**src/hw/rtl/c2s_sqrt_cell.sv**
```systemverilog
`timescale 1ns / 1ps
`default_nettype none
// one restoring square-root step per cell; sidebands ride along
module c2s_sqrt_cell #(
  parameter int W = 34,
  parameter int R = 17,
  parameter int SHIFT = 0,
  parameter int SW = 8
) (
  input  wire logic          clk,
  input  wire logic          en,
  input  wire logic [W-1:0]  rem_i,
  input  wire logic [R-1:0]  res_i,
  input  wire logic [SW-1:0] side_i,
  output logic      [W-1:0]  rem_o,
  output logic      [R-1:0]  res_o,
  output logic      [SW-1:0] side_o
);
  logic [W+1:0] trial;
  logic [W-1:0] rem_next;
  always_comb begin
    trial = (W+2)'(rem_i[W-1:2*SHIFT])
            - {{(W+2-R-2){1'b0}}, res_i, 2'b01};
    rem_next = rem_i;
    if (!trial[W+1]) begin
      rem_next[W-1:2*SHIFT] = trial[W-1-2*SHIFT:0];
    end
  end
  always_ff @(posedge clk) begin
    if (en) begin
      side_o <= side_i;
      rem_o <= rem_next;
      res_o <= {res_i[R-2:0], !trial[W+1]};
    end
  end
endmodule
`default_nettype wire

```
**config.mk**
```make
export PLATFORM = sky130hd
export DESIGN_NAME = c2s_sqrt_cell
export DESIGN_NICKNAME = d
export VERILOG_FILES = /design/src/hw/rtl/c2s_sqrt_cell.sv
export SDC_FILE = /design/constraint.sdc
export NUM_CORES = 1
export LEC_CHECK = 0
export ABC_AREA = 1
export BUFFER_PORTS_ARGS = -buffer_cell sky130_fd_sc_hd__clkbuf_2
export CORE_UTILIZATION = 45
export CTS_BUF_LIST = sky130_fd_sc_hd__clkbuf_8
export DETAILED_ROUTE_END_ITERATION = 10
export GPL_TIMING_DRIVEN = 1
export PLACE_DENSITY = 0.71
export SLEW_MARGIN = 20
export SYNTH_ARGS = -nofsm -noshare
export SYNTH_HDL_FRONTEND = slang
export SYNTH_SLANG_ARGS = --single-unit
export TNS_END_PERCENT = 50
```
**constraint.sdc**
```tcl
create_clock -name clk -period 5.1 [get_ports clk]
set_clock_uncertainty 0.05 [all_clocks]
set_input_delay 0 -clock clk [delete_from_list [all_inputs] [get_ports clk]]
set_output_delay 0 -clock clk [all_outputs]
set_load 0.01 [all_outputs]
```
==> results.sh <==
export IMPL_path_buf_inv=4
export IMPL_tightest_slew_ps=747
export IMPL_pwr_share_seq_pct=45.0
export IMPL_comb_power_share_pct=26.3
export IMPL_intPower_uw=920
export IMPL_slowest_delay_ps=530
export IMPL_cts_tree="yes"
export IMPL_power_density_nw_per_um2=252
export IMPL_grt_max_degree=60
export IMPL_nFillCells=774
export IMPL_diodes=0
export IMPL_grt_pass1_wl_um=18300
export IMPL_timing_final_ws_setup_ps=2650
export IMPL_startpoint_type="input port"
export IMPL_clk_pin_slew_ps=70
export IMPL_finalMaxSlewViolations=0
export IMPL_swShare_pct=32.3
export IMPL_yosysWarnings=0
export IMPL_worstPathArrival_ps=2610
export IMPL_cellLeakagePower_nw=2.75
export IMPL_p_sw_uw=438
export IMPL_drt_iter0_drc=194
export IMPL_syn_cell_area_um2=4040
export IMPL_fin_cells=823
export IMPL_ant_nets=0
export IMPL_dr_pass1_iters=5
export IMPL_clock_sinks=59
export IMPL_fin_nets=789
export IMPL_slowest_stage="dlygate4sd3_1"
export IMPL_fmax_mhz=408
export IMPL_finalCriticalPeriod_ps=2450
export IMPL_critPathKind="in -> reg"
export IMPL_synth_ff_latch_count=59
export IMPL_status="completed"
export IMPL_synth_nets=615
export IMPL_cts_buffers=9
export IMPL_die_area_um2=9360
export IMPL_die_w_um=96.7
export IMPL_pre_cts_slack_ps=2840
export IMPL_met1_usage_pct=33.1
export IMPL_dp_hpwl_um=8390
export IMPL_area_growth_pct=33.4
export IMPL_grt_busiest_layer="met2"
export IMPL_io_buffer_count=119
export IMPL_rows=34
export IMPL_syn_area_per_cell_um2=7.54
export IMPL_min_path_cells=5
export IMPL_use_met3_pct=4.48
export IMPL_netlist_instances=536
export IMPL_drc_errors=0
export IMPL_min_period_over_period_pct=48.0
export IMPL_cpMostUsedCell="nand2_2"
export IMPL_clockBufferDepth=2
export IMPL_drive_gt1_share_pct=21.1
export IMPL_overflow=0
export IMPL_end_kind="register"
export IMPL_worstPathCellList="dlygate4sd3_1, clkbuf_2, ha_1, nand2_2, inv_2, a21oi_2, nand3_2, nand2_2, nand3_2, nand2_2, nand2_4, inv_4, nand2_1, nand2_1"
export IMPL_gp_routability_congestion=0.891
export IMPL_dr_total_vias=3961
export IMPL_io_pins=120
export IMPL_slew_headroom_pct=50.2
export IMPL_path_delay_family="simple AND/OR/NAND/NOR gates"
export IMPL_cts_resized=0
export IMPL_setup_viol=0
export IMPL_hp_start="rem_i[23]"
export IMPL_initial_core_util_pct=46.3
export IMPL_setup_tns_ps=0
export IMPL_cap_violations=0
export IMPL_cts_root_buffer_cell="clkbuf_8"
export IMPL_peakVddDrop_mv=0.127
export IMPL_hold_viol_final=0
export IMPL_grt_pass1_vias=3782
export IMPL_use_met2_pct=40.6
export IMPL_core_um2=8720
export IMPL_ctsHtreeMaxLevel=3
export IMPL_ys_seq_area_share_pct=43.9
export IMPL_synthDistinctLibCells=27
export IMPL_wl_per_cell_um=13.6
export IMPL_wl_um=11200
export IMPL_p_clk_share_pct=28.7
export IMPL_path_max_fanout=33
export IMPL_viasPerCell=4.81
export IMPL_required_ps=5260
export IMPL_hold_path_class="in -> reg"
export IMPL_rsz0062_at_grt="false"
export IMPL_dp_cells=759
export IMPL_antenna_found_initial=0
export IMPL_track_usage_pct=24.5
export IMPL_die_h_um=96.7
export IMPL_hold_end="rem_o[23]"
cell usage after synthesis (all sizes together):
| library cell | instances | share of area [%] |
|---|---|---|
| nand2 | 207 | 20 |
| inv | 93 | 8.7 |
| edfxtp | 59 | 44 |
| nor2 | 49 | 4.6 |
| nand3 | 29 | 3.8 |
| a21oi | 18 | 2.6 |
| ha | 18 | 5.6 |
| xor2 | 17 | 3.7 |
| nor3 | 16 | 2.4 |
| o21ai | 9 | 1.1 |
| nand4 | 7 | 1.1 |
| buf | 5 | 1.2 |
| nand3b | 5 | 0.93 |
| o21bai | 2 | 0.37 |
| o211ai | 1 | 0.19 |
| xnor2 | 1 | 0.22 |
metal layers:
metal  wire [um]  vias to the layer above
met5           0                        -
met4         141                        0
met3         486                       15
met2        5260                      123
met1        5290                     1777
li1            -                     2046
cells by family (layout without fill, tap and decap cells):
kind of cell	Yosys count	after routing	synth area share (%)
DFF	59	59	43.9
and+or+nand+nor	313	313	32.5
adders and majority gates	18	18	5.58
buffers and inverters	98	277	9.91
AOI/OAI and AO/OA	30	30	4.27
xor gates and xnor gates	18	18	3.90
flip-flops by register name (all words and copies together) (netlist names):
register	flops
side_o	8
rem_o	34
res_o	17
stage by stage:
stage	total power [mW]	hold WS, ps	util [%]	instance area [um^2]
2_1_floorplan	0.814	48.9	-	4040
3_3_place_gp	0.942	127	54.2	4730
3_5_place_dp	0.947	129	54.2	4730
4_1_cts	1.37	7.15	61.8	5390
5_1_grt	1.43	29.3	61.8	5390
6_report	1.36	18.5	61.8	5390
power by group through the flow:
| stage | sequential (mW) | clock (mW) | combinational (mW) |
|---|---|---|---|
| 2_1_floorplan | 0.650 | 0 | 0.165 |
| 3_3_place_gp | 0.619 | 0 | 0.323 |
| 3_5_place_dp | 0.622 | 0 | 0.325 |
| 4_1_cts | 0.611 | 0.403 | 0.356 |
| 5_1_grt | 0.615 | 0.420 | 0.397 |
| 6_report | 0.611 | 0.390 | 0.357 |
layout by cell type (no fill, tap or decap), drive strengths merged, types with 17 or more instances in the layout:
| cell type | synthesis | final |
|---|---|---|
| clkbuf | 0 | 128 |
| a21oi | 18 | 18 |
| nand2 | 207 | 207 |
| nand3 | 29 | 29 |
| edfxtp | 59 | 59 |
| dlygate4sd3 | 0 | 48 |
| nor2 | 49 | 49 |
| ha | 18 | 18 |
| xor2 | 17 | 17 |
| inv | 93 | 94 |
worst max path at each step:
stage / startpoint / depth (start not counted) / endpoint
finish: rem_i[9] / 14 / rem_o[17]
floorplan: res_i[7] / 13 / rem_o[6]
detailed placement: res_i[7] / 13 / rem_o[32]
global route: res_i[2] / 17 / rem_o[17]
global placement: res_i[7] / 13 / rem_o[33]
CTS: rem_i[9] / 14 / rem_o[17]
layout make-up:
| type | count | area (um^2) | area share, % |
|---|---|---|---|
| Timing Repair Buffer | 168 | 1080 | 20.1 |
| Multi-Input combinational cell | 379 | 1870 | 34.7 |
| Inverter | 93 | 352 | 6.53 |
| Tap cell | 108 | 135 | 2.51 |
| Clock inverter | 7 | 53.8 | 0.999 |
| Sequential cell | 59 | 1770 | 32.9 |
| Clock buffer | 9 | 124 | 2.30 |
repair_timing:
action / CTS / global route
endpoints found under the hold margin: 48 / 0
setup buffers: 0 / 0
hold buffers: 48 / 0
No activity file was read; power rests on OpenSTA's default activity.
